File: src/rtl/ptt_pkg.sv
// Shared types and codes for the periodic task timer table.
package ptt_pkg;

  localparam logic [2:0] ACT_TICK   = 3'd0;
  localparam logic [2:0] ACT_REG    = 3'd1;
  localparam logic [2:0] ACT_REMOVE = 3'd2;
  localparam logic [2:0] ACT_SET    = 3'd3;
  localparam logic [2:0] ACT_UPDATE = 3'd4;

  localparam logic [1:0] KIND_FIRE = 2'd0;
  localparam logic [1:0] KIND_DONE = 2'd1;
  localparam logic [1:0] KIND_ACK  = 2'd2;

  localparam logic [1:0] ST_OK       = 2'd0;
  localparam logic [1:0] ST_NOTFOUND = 2'd1;
  localparam logic [1:0] ST_FULL     = 2'd2;

  typedef struct packed {
    logic [7:0]  id;
    logic [31:0] interval;
    logic [15:0] repeat_lim;
    logic [31:0] tick;
    logic [15:0] fire_count;
    logic        queued;
    logic        pend;
  } slot_t;

  typedef struct packed {
    logic cap;
    logic rd_idx;
    logic rd_prev;
    logic rd_last;
    logic tick_upd;
    logic dec_active;
    logic mv_wr;
    logic reg_try;
    logic idx_inc;
    logic idx_dec;
    logic idx_to_active;
    logic mark_wr;
    logic upd_wr;
    logic zero_wr;
    logic div_start;
    logic div_wr;
    logic fb_rd;
    logic fire_out;
    logic fin_out;
    logic ack_out;
  } cmd_t;

  typedef struct packed {
    logic [2:0] action;
    logic       idx_lt_active;
    logic       idx_zero;
    logic       idx_is_last;
    logic       match;
    logic       rm;
    logic       ival_zero;
    logic       div_done;
    logic       fb_done;
    logic       out_free;
  } sts_t;

endpackage

File: src/rtl/periodic_task_timer_table_core.sv
// Top level of the periodic task timer table.
// Remove, set and update walk the slots; set tick runs the remainder unit for each matching
// slot with a nonzero interval. A tick walks every active slot, then a removal scan, then
// emits one result per fire.
// One request at a time; the slot memory port and the bit-serial remainder set the rate.
// Synchronous active-low reset empties the table; slot contents stay undefined until written.
module periodic_task_timer_table_core #(
  parameter int SLOTS = 8
) (
  input  logic        clk,
  input  logic        rst_n,
  input  logic        in_tvalid,
  output logic        in_tready,
  input  logic [95:0] in_tdata,   // function_id, interval, repeat_limit, use_queue, tic_value
  input  logic [2:0]  in_tuser,   // action
  output logic        out_tvalid,
  input  logic        out_tready,
  output logic [15:0] out_tdata,  // fired_id, fired_queued, status, active_count
  output logic [1:0]  out_tuser,  // kind
  output logic        out_tlast
);
  import ptt_pkg::*;

  cmd_t cmd;
  sts_t sts;

  ptt_ctrl u_ctrl (
    .clk      (clk),
    .rst_n    (rst_n),
    .in_tvalid(in_tvalid),
    .in_tready(in_tready),
    .sts      (sts),
    .cmd      (cmd)
  );

  ptt_dp #(.SLOTS(SLOTS)) u_dp (
    .clk       (clk),
    .rst_n     (rst_n),
    .in_action (in_tuser),
    .in_data   (in_tdata),
    .cmd       (cmd),
    .sts       (sts),
    .out_tready(out_tready),
    .out_tvalid(out_tvalid),
    .out_tdata (out_tdata),
    .out_tuser (out_tuser),
    .out_tlast (out_tlast)
  );
endmodule

File: src/rtl/ptt_div.sv
// Restoring remainder unit, one quotient bit per cycle.
module ptt_div (
  input  logic        clk,
  input  logic        rst_n,
  input  logic        start,
  input  logic [31:0] num,
  input  logic [31:0] den,
  output logic        done,
  output logic [31:0] rem
);
  logic [31:0] n_r, n_nxt, r_r, r_nxt, d_r;
  logic [4:0]  cnt_r;
  logic        busy_r, done_r;
  logic [32:0] rs;

  always_comb begin
    rs    = {r_r, n_r[31]};
    n_nxt = {n_r[30:0], 1'b0};
    if (rs >= {1'b0, d_r}) begin
      r_nxt = 32'(rs - {1'b0, d_r});
    end else begin
      r_nxt = rs[31:0];
    end
  end

  always_ff @(posedge clk) begin
    if (!rst_n) begin
      busy_r <= 1'b0;
      done_r <= 1'b0;
      cnt_r  <= '0;
    end else begin
      done_r <= 1'b0;
      if (start) begin
        busy_r <= 1'b1;
        cnt_r  <= '0;
      end else if (busy_r) begin
        cnt_r <= cnt_r + 5'd1;
        if (cnt_r == 5'd31) begin
          busy_r <= 1'b0;
          done_r <= 1'b1;
        end
      end
    end
  end

  always_ff @(posedge clk) begin
    if (start) begin
      n_r <= num;
      d_r <= den;
      r_r <= '0;
    end else if (busy_r) begin
      n_r <= n_nxt;
      r_r <= r_nxt;
    end
  end

  assign done = done_r;
  assign rem  = r_r;
endmodule

File: src/rtl/ptt_ctrl.sv
// Sequencer for the timer table: walks slots, removal scan and result emission.
module ptt_ctrl (
  input  logic          clk,
  input  logic          rst_n,
  input  logic          in_tvalid,
  output logic          in_tready,
  input  ptt_pkg::sts_t sts,
  output ptt_pkg::cmd_t cmd
);
  import ptt_pkg::*;

  typedef enum logic [14:0] {
    S_IDLE  = 15'b000000000000001,
    S_DISP  = 15'b000000000000010,
    S_REG   = 15'b000000000000100,
    S_T_RD  = 15'b000000000001000,
    S_T_EV  = 15'b000000000010000,
    S_R_CHK = 15'b000000000100000,
    S_R_EV  = 15'b000000001000000,
    S_R_MV  = 15'b000000010000000,
    S_S_RD  = 15'b000000100000000,
    S_S_EV  = 15'b000001000000000,
    S_S_DIV = 15'b000010000000000,
    S_F_CHK = 15'b000100000000000,
    S_F_OUT = 15'b001000000000000,
    S_F_FIN = 15'b010000000000000,
    S_ACK   = 15'b100000000000000
  } state_t;

  state_t state_r, state_nxt;

  assign in_tready = (state_r == S_IDLE);

  always_comb begin
    state_nxt = state_r;
    cmd       = '0;
    unique case (state_r)
      S_IDLE: begin
        if (in_tvalid) begin
          cmd.cap   = 1'b1;
          state_nxt = S_DISP;
        end
      end
      S_DISP: begin
        case (sts.action)
          ACT_TICK:                       state_nxt = S_T_RD;
          ACT_REG:                        state_nxt = S_REG;
          ACT_REMOVE, ACT_SET, ACT_UPDATE: state_nxt = S_S_RD;
          default:                        state_nxt = S_ACK;
        endcase
      end
      S_REG: begin
        cmd.reg_try = 1'b1;
        state_nxt   = S_ACK;
      end
      S_T_RD: begin
        if (sts.idx_lt_active) begin
          cmd.rd_idx = 1'b1;
          state_nxt  = S_T_EV;
        end else begin
          cmd.idx_to_active = 1'b1;
          state_nxt         = S_R_CHK;
        end
      end
      S_T_EV: begin
        cmd.tick_upd = 1'b1;
        cmd.idx_inc  = 1'b1;
        state_nxt    = S_T_RD;
      end
      S_R_CHK: begin
        if (sts.idx_zero) begin
          state_nxt = S_F_CHK;
        end else begin
          cmd.rd_prev = 1'b1;
          cmd.idx_dec = 1'b1;
          state_nxt   = S_R_EV;
        end
      end
      S_R_EV: begin
        state_nxt = S_R_CHK;
        if (sts.rm) begin
          cmd.dec_active = 1'b1;
          if (!sts.idx_is_last) begin
            cmd.rd_last = 1'b1;
            state_nxt   = S_R_MV;
          end
        end
      end
      S_R_MV: begin
        cmd.mv_wr = 1'b1;
        state_nxt = S_R_CHK;
      end
      S_S_RD: begin
        if (sts.idx_lt_active) begin
          cmd.rd_idx = 1'b1;
          state_nxt  = S_S_EV;
        end else begin
          state_nxt = S_ACK;
        end
      end
      S_S_EV: begin
        cmd.idx_inc = 1'b1;
        state_nxt   = S_S_RD;
        if (sts.match) begin
          case (sts.action)
            ACT_REMOVE: cmd.mark_wr = 1'b1;
            ACT_UPDATE: begin
              cmd.upd_wr  = 1'b1;
              cmd.idx_inc = 1'b0;
              state_nxt   = S_ACK;
            end
            default: begin
              if (sts.ival_zero) begin
                cmd.zero_wr = 1'b1;
              end else begin
                cmd.div_start = 1'b1;
                cmd.idx_inc   = 1'b0;
                state_nxt     = S_S_DIV;
              end
            end
          endcase
        end
      end
      S_S_DIV: begin
        if (sts.div_done) begin
          cmd.div_wr  = 1'b1;
          cmd.idx_inc = 1'b1;
          state_nxt   = S_S_RD;
        end
      end
      S_F_CHK: begin
        if (sts.fb_done) begin
          state_nxt = S_F_FIN;
        end else begin
          cmd.fb_rd = 1'b1;
          state_nxt = S_F_OUT;
        end
      end
      S_F_OUT: begin
        if (sts.out_free) begin
          cmd.fire_out = 1'b1;
          state_nxt    = S_F_CHK;
        end
      end
      S_F_FIN: begin
        if (sts.out_free) begin
          cmd.fin_out = 1'b1;
          state_nxt   = S_IDLE;
        end
      end
      S_ACK: begin
        if (sts.out_free) begin
          cmd.ack_out = 1'b1;
          state_nxt   = S_IDLE;
        end
      end
      default: state_nxt = S_IDLE;
    endcase
  end

  always_ff @(posedge clk) begin
    if (!rst_n) begin
      state_r <= S_IDLE;
    end else begin
      state_r <= state_nxt;
    end
  end
endmodule

File: src/rtl/ptt_dp.sv
// Datapath for the timer table: slot memory, fire buffer, counters and output register.
module ptt_dp #(
  parameter int SLOTS = 8
) (
  input  logic          clk,
  input  logic          rst_n,
  input  logic [2:0]    in_action,
  input  logic [95:0]   in_data,
  input  ptt_pkg::cmd_t cmd,
  output ptt_pkg::sts_t sts,
  input  logic          out_tready,
  output logic          out_tvalid,
  output logic [15:0]   out_tdata,
  output logic [1:0]    out_tuser,
  output logic          out_tlast
);
  import ptt_pkg::*;

  localparam int IW = (SLOTS > 1) ? $clog2(SLOTS) : 1;
  localparam int CW = $clog2(SLOTS + 1);
  localparam logic [CW-1:0] FULLC = CW'(SLOTS);
  localparam logic [CW-1:0] ONE   = CW'(1);

  slot_t       mem [SLOTS];
  logic [8:0]  fbuf [SLOTS];
  slot_t       rdata_r, wr_data, rec;
  logic [8:0]  fq_r;
  logic [CW-1:0] idx_r, active_r, fcnt_r, frd_r, act_m1, idx_m1;
  logic [2:0]  act_r;
  logic [7:0]  id_r;
  logic [31:0] ival_r, tic_r;
  logic [15:0] rep_r;
  logic        q_r, found_r, fail_r;
  logic        rd_en, wr_en, fire;
  logic [IW-1:0] rd_addr, wr_addr;
  logic [31:0] tick_inc, div_rem;
  logic        div_done;
  logic        out_valid_r;
  logic [15:0] out_data_r;
  logic [1:0]  out_user_r, ack_st;
  logic        out_last_r, full;
  logic [3:0]  active4;

  ptt_div u_div (
    .clk  (clk),
    .rst_n(rst_n),
    .start(cmd.div_start),
    .num  (tic_r),
    .den  (rdata_r.interval),
    .done (div_done),
    .rem  (div_rem)
  );

  assign act_m1   = active_r - ONE;
  assign idx_m1   = idx_r - ONE;
  assign full     = (active_r == FULLC);
  assign tick_inc = rdata_r.tick + 32'd1;
  assign fire     = (tick_inc >= rdata_r.interval);
  assign active4  = 4'(active_r);

  always_comb begin
    rd_en   = cmd.rd_idx | cmd.rd_prev | cmd.rd_last;
    rd_addr = idx_r[IW-1:0];
    if (cmd.rd_prev) rd_addr = idx_m1[IW-1:0];
    if (cmd.rd_last) rd_addr = act_m1[IW-1:0];

    rec     = rdata_r;
    wr_en   = 1'b1;
    wr_addr = idx_r[IW-1:0];
    if (cmd.tick_upd) begin
      rec.tick       = fire ? 32'd0 : tick_inc;
      rec.fire_count = fire ? 16'(rdata_r.fire_count + 16'd1) : rdata_r.fire_count;
    end else if (cmd.reg_try && !full) begin
      wr_addr         = active_r[IW-1:0];
      rec.id          = id_r;
      rec.interval    = ival_r;
      rec.repeat_lim  = rep_r;
      rec.tick        = '0;
      rec.fire_count  = '0;
      rec.queued      = q_r;
      rec.pend        = 1'b0;
    end else if (cmd.mark_wr) begin
      rec.pend = 1'b1;
    end else if (cmd.upd_wr) begin
      rec.interval = ival_r;
      rec.tick     = '0;
    end else if (cmd.zero_wr) begin
      rec.tick = '0;
    end else if (cmd.div_wr) begin
      rec.tick = div_rem;
    end else if (!cmd.mv_wr) begin
      wr_en = 1'b0;
    end
    wr_data = rec;
  end

  always_ff @(posedge clk) begin
    if (wr_en) mem[wr_addr] <= wr_data;
    if (rd_en) rdata_r <= mem[rd_addr];
    if (cmd.tick_upd && fire) fbuf[fcnt_r[IW-1:0]] <= {rdata_r.queued, rdata_r.id};
    if (cmd.fb_rd) fq_r <= fbuf[frd_r[IW-1:0]];
    if (cmd.cap) begin
      act_r  <= in_action;
      id_r   <= in_data[7:0];
      ival_r <= in_data[39:8];
      rep_r  <= in_data[55:40];
      q_r    <= in_data[56];
      tic_r  <= in_data[88:57];
    end
  end

  always_ff @(posedge clk) begin
    if (!rst_n) begin
      active_r <= '0;
      idx_r    <= '0;
      fcnt_r   <= '0;
      frd_r    <= '0;
      found_r  <= 1'b0;
      fail_r   <= 1'b0;
    end else begin
      if (cmd.cap) begin
        idx_r   <= '0;
        fcnt_r  <= '0;
        frd_r   <= '0;
        found_r <= 1'b0;
        fail_r  <= 1'b0;
      end
      if (cmd.idx_inc) idx_r <= idx_r + ONE;
      if (cmd.idx_dec) idx_r <= idx_m1;
      if (cmd.idx_to_active) idx_r <= active_r;
      if (cmd.dec_active) active_r <= act_m1;
      if (cmd.reg_try) begin
        if (full) fail_r <= 1'b1;
        else active_r <= active_r + ONE;
      end
      if (cmd.tick_upd && fire) fcnt_r <= fcnt_r + ONE;
      if (cmd.fire_out) frd_r <= frd_r + ONE;
      if (cmd.mark_wr || cmd.upd_wr || cmd.zero_wr || cmd.div_wr) found_r <= 1'b1;
    end
  end

  always_comb begin
    case (act_r)
      ACT_REG:                        ack_st = fail_r ? ST_FULL : ST_OK;
      ACT_REMOVE, ACT_SET, ACT_UPDATE: ack_st = found_r ? ST_OK : ST_NOTFOUND;
      default:                        ack_st = ST_OK;
    endcase
  end

  always_ff @(posedge clk) begin
    if (!rst_n) begin
      out_valid_r <= 1'b0;
    end else if (cmd.fire_out || cmd.fin_out || cmd.ack_out) begin
      out_valid_r <= 1'b1;
    end else if (out_tready) begin
      out_valid_r <= 1'b0;
    end
  end

  always_ff @(posedge clk) begin
    if (cmd.fire_out) begin
      out_user_r <= KIND_FIRE;
      out_data_r <= {1'b0, active4, ST_OK, fq_r[8], fq_r[7:0]};
      out_last_r <= 1'b0;
    end else if (cmd.fin_out) begin
      out_user_r <= KIND_DONE;
      out_data_r <= {1'b0, active4, ST_OK, 1'b0, 8'd0};
      out_last_r <= 1'b1;
    end else if (cmd.ack_out) begin
      out_user_r <= KIND_ACK;
      out_data_r <= {1'b0, active4, ack_st, 1'b0, id_r};
      out_last_r <= 1'b1;
    end
  end

  assign out_tvalid = out_valid_r;
  assign out_tdata  = out_data_r;
  assign out_tuser  = out_user_r;
  assign out_tlast  = out_last_r;

  always_comb begin
    sts               = '0;
    sts.action        = act_r;
    sts.idx_lt_active = (idx_r < active_r);
    sts.idx_zero      = (idx_r == '0);
    sts.idx_is_last   = (idx_r == act_m1);
    sts.match         = (rdata_r.id == id_r);
    sts.rm            = rdata_r.pend ||
                        (!rdata_r.repeat_lim[15] && rdata_r.fire_count == rdata_r.repeat_lim);
    sts.ival_zero     = (rdata_r.interval == '0);
    sts.div_done      = div_done;
    sts.fb_done       = (frd_r == fcnt_r);
    sts.out_free      = !out_valid_r || out_tready;
  end

  a_active_bound: assert property (@(posedge clk) disable iff (!rst_n)
    active_r <= FULLC) else $error("active count beyond table size");
  a_fire_bound: assert property (@(posedge clk) disable iff (!rst_n)
    fcnt_r <= active_r || fcnt_r <= FULLC) else $error("fire buffer overrun");
  a_one_load: assert property (@(posedge clk) disable iff (!rst_n)
    $onehot0({cmd.fire_out, cmd.fin_out, cmd.ack_out})) else $error("double output load");
  a_load_free: assert property (@(posedge clk) disable iff (!rst_n)
    (cmd.fire_out || cmd.fin_out || cmd.ack_out) |-> (!out_valid_r || out_tready))
    else $error("output overwritten while held");
endmodule

File: config.mk
export PLATFORM = sky130hd
export DESIGN_NAME = periodic_task_timer_table_core
export DESIGN_NICKNAME = d
export VERILOG_FILES = /design/src/rtl/ptt_pkg.sv /design/src/rtl/periodic_task_timer_table_core.sv /design/src/rtl/ptt_div.sv /design/src/rtl/ptt_ctrl.sv /design/src/rtl/ptt_dp.sv
export SDC_FILE = /design/constraint.sdc
export NUM_CORES = 2
export LEC_CHECK = 0
export BUFFER_PORTS_ARGS = -buffer_cell sky130_fd_sc_hd__buf_2
export CAP_MARGIN = 20
export CORE_MARGIN = 8
export CORE_UTILIZATION = 36
export CTS_BUF_LIST = sky130_fd_sc_hd__clkbuf_4
export DETAILED_ROUTE_END_ITERATION = 12
export PLACE_DENSITY_LB_ADDON = 0.08
export SYNTH_ARGS = -nofsm -noshare
export SYNTH_HDL_FRONTEND = slang
export SYNTH_SLANG_ARGS = --single-unit
File: constraint.sdc
create_clock -name clk -period 8.6 [get_ports clk]
set_input_delay 0.86 -clock clk [delete_from_list [all_inputs] [get_ports clk]]
set_output_delay 0.86 -clock clk [all_outputs]
set_load 0.02 [all_outputs]
==> flow_metrics.env <==
export IMPL_cp_arrival_ns=6.94
export IMPL_cts_setup_buffers=0
export IMPL_r2r_cells=16
export IMPL_routed_wl_um=148500
export IMPL_finalHoldViolCount=0
export IMPL_holdBufCountCts=95
export IMPL_fill_cells=13990
export IMPL_viasPerCell=5.156
export IMPL_rsz0062_at_grt="false"
export IMPL_vias=34310
export IMPL_die_area_um2=161500
export IMPL_cts_tree="yes"
export IMPL_maxCapViolCount=0
export IMPL_reg2reg_slack_ns=2.60
export IMPL_synthArstFlopShare_pct=0
export IMPL_row_count=141
export IMPL_die_y_um=401.9
export IMPL_r2r_start="u_dp.rdata_r[18]"
export IMPL_hold_slack_ns=0.2970
export IMPL_yosysSeqAreaShare_pct=70.35
export IMPL_tightestPinTransition_ns=1.140
export IMPL_grt_pass1_wl_um=221300
export IMPL_yosysWarnings=0
export IMPL_critical_path_required_ns=9.54
export IMPL_fmax_mhz=166.7
export IMPL_drive_gt1_share_pct=17.39
export IMPL_io_pins=124
export IMPL_worstReg2RegEnd="u_dp.mem[5][17]"
export IMPL_synth_edf_count=1204
export IMPL_critPathKind="reg -> reg"
export IMPL_port_buffers=115
export IMPL_drt_iter0_markers=2349
export IMPL_outcome="completed"
export IMPL_synth_area_leaders="edfxtp_1, nand2_1, dfxtp_1"
export IMPL_first_global_vias=34310
export IMPL_netlist_instances=4039
export IMPL_dp_hpwl_um=78810
export IMPL_path_cells="and3_1, nand3_1, nor2_1, and3_1, and3_1, xor2_1, ha_1, nand4_1, or2_2, a2111oi_0, a21boi_0, o31a_1, o21ai_1, buf_4, nor4_1, mux2i_1"
export IMPL_post_cts_resized=0
export IMPL_crit_fanout=13
export IMPL_first_pass_iters=5
export IMPL_synth_area_per_cell_um2=13.27
export IMPL_final_antenna_net_count=0
export IMPL_cp_startpoint="u_dp.rdata_r[18]"
export IMPL_grt_max_degree=154
export IMPL_cpMostUsedCell="and3_1"
export IMPL_ys_types=86
export IMPL_yosysTopAreaCell="edfxtp_1"
export IMPL_synth_seq_cells=1282
export IMPL_vdd_ir_drop_max_uv=127.4
export IMPL_setup_violations=0
export IMPL_critPathLaunchType="flip-flop"
export IMPL_endpoint_kind="flip-flop"
export IMPL_slowest_stage="mux2i_1"
export IMPL_hold_path_depth=2
export IMPL_p_leak_nw=21.58
export IMPL_core_area_um2=147800
export IMPL_synth_area_um2=53610
export IMPL_root_buffer="clkbuf_4"
export IMPL_grt_total_usage_pct=17.98
export IMPL_wl_per_cell_um=22.31
export IMPL_finalCriticalPeriod_ns=5.999
export IMPL_cts_made_buffers=364
export IMPL_pre_cts_ws_ns=2.629
export IMPL_gp_congestion=0.8085
export IMPL_syn_nets=4221
export IMPL_cts_max_path_buffers=4
export IMPL_grt_ovfl_total=0
export IMPL_hp_start="in_tdata[34]"
export IMPL_syn_to_final_growth_pct=15.31
export IMPL_fp_dieW_um=401.9
export IMPL_final_common_cell="edfxtp_1"
export IMPL_worst_slack_ns=2.601
export IMPL_max_stage_delay_ns=0.59
export IMPL_mostFrequentLayoutCells="edfxtp_1, nand2_1, clkbuf_4"
export IMPL_finalMaxSlewViolations=0
export IMPL_period_share_pct=69.76
export IMPL_drc=0
export IMPL_cts_htree_levels=5
export IMPL_clk_latency_ns=1.27
export IMPL_holdPathEnd="u_dp.ival_r[26]"
export IMPL_hold_path_class="in -> reg"
export IMPL_yosysTopAreaCellShare_pct=67.44
export IMPL_p_per_area_nw_per_um2=205.3
export IMPL_fin_nets=4660
export IMPL_synth_main_ff_cell="edfxtp_1"
export IMPL_tns_ns=0
export IMPL_slew_headroom_pct=24.00
export IMPL_antenna_found_initial=3
export IMPL_start_util_pct=36.26
export IMPL_finClkSkew_ns=0.06787
export IMPL_clk_pin_slew_worst_paths_ns=0.06
export IMPL_cts_sinks=1282
[cells by family (layout without fill, tap and decap cells)]
family          Yosys count  in the layout  synth area share, %
simple gates           1610           1610                13.47
xor+xnor                 96             96                1.582
flops                  1282           1282                70.35
compound gates          502            502                6.651
fa+ha+maj                79             79                1.858
mux                     164            164                3.561
other cells               1             11             0.006995
buf+inv                 305            980                2.525
[synthesized netlist by cell type (15+ instances only)]
cell type,n
edfxtp_1,1204
nand2_1,930
nand3_1,240
mux2i_1,130
and3_1,126
nor2_1,117
a32oi_1,105
clkbuf_1,99
inv_1,97
a21oi_1,88
o21ai_0,79
dfxtp_1,78
ha_1,78
buf_2,76
xnor2_1,60
a21o_1,43
nor3_1,39
xor2_1,35
nand4_1,33
a22oi_1,29
nor4_1,26
a211oi_1,23
o2bb2ai_1,21
mux4_2,18
nor2b_1,15
[worst max path at each step]
stage / end / slack [ns] / cells after the start
CTS: u_dp.mem[5][17] / 2.57 / 16
global placement: u_dp.mem[0][17] / 2.72 / 16
global route: u_dp.mem[5][17] / 2.06 / 16
finish: u_dp.mem[5][17] / 2.60 / 16
detailed placement: u_dp.mem[0][17] / 2.63 / 16
floorplan: u_dp.mem[6][0] / 1.03 / 7
[metal layers]
metal / wire, µm / vias up / GRT usage, % / part of all wire [%]
li1: - / 16120 / - / -
met5: 0 / - / 0 / 0
met4: 3702 / 0 / 6.222 / 2.5
met1: 70950 / 16960 / 25.67 / 48
met2: 66350 / 924 / 27.51 / 45
met3: 7454 / 297 / 3.402 / 5.0
[stage by stage]
| stage | instances | utilization (%) | power [W] | instance area, µm² |
|---|---|---|---|---|
| 2_1_floorplan | 4039 | - | 0.007256 | 53610 |
| 3_3_place_gp | 5944 | 38.17 | 0.007382 | 56430 |
| 3_5_place_dp | 5946 | 38.19 | 0.007381 | 56460 |
| 4_1_cts | 6643 | 41.78 | 0.01294 | 61770 |
| 5_1_grt | 6654 | 41.82 | 0.01330 | 61820 |
| 6_report | 6654 | 41.82 | 0.01269 | 61820 |
[flip-flops by register name, summed over array words and instances, names as in the netlist, 5 cells and up]
register,cells
u_dp.ival_r,32
u_dp.tic_r,32
u_dp.rdata_r,106
u_dp.rep_r,16
u_dp.mem,848
u_dp.fbuf,72
u_dp.u_div.d_r,32
u_dp.u_div.cnt_r,5
u_dp.u_div.n_r,32
u_dp.out_tdata,15
u_dp.u_div.rem,32
u_dp.id_r,8
u_ctrl.state_r,15
u_dp.fq_r,9
[where the power goes]
part	leakage [nW]	internal (W)	total, W	switching (W)
clock	2.64	0.00291	0.00541	0.00250
combinational	7.45	0.000188	0.000432	0.000244
sequential	11.5	0.00680	0.00685	0.0000498
total	21.6	0.00990	0.0127	0.00280
[critical path: cells and delay by family, from the launching register on]
family                   cells  cell delay, ns
XOR/XNOR                     1            0.25
multiplexers                 1            0.59
AND/OR/NAND/NOR              8            2.49
AO/OA/AOI/OAI                4            1.37
buffers and inverters        1            0.25
flip-flops                   1            0.51
adder cells (fa/ha/maj)      1            0.21
[area by class of cell]
class                   count  area (µm²)  share of cell area [%]
flip-flops and latches   1282       37720                   61.01
multi-input cells        2452       14720                   23.80
clock buffers             551        4136                   6.691
well taps                1930        2415                   3.906
repair buffers            278        2207                   3.570
inverters                 100       379.1                  0.6133
clock inverters            51       224.0                  0.3623
diodes                     10       25.02                 0.04048
(Power assumes the default switching activity.)
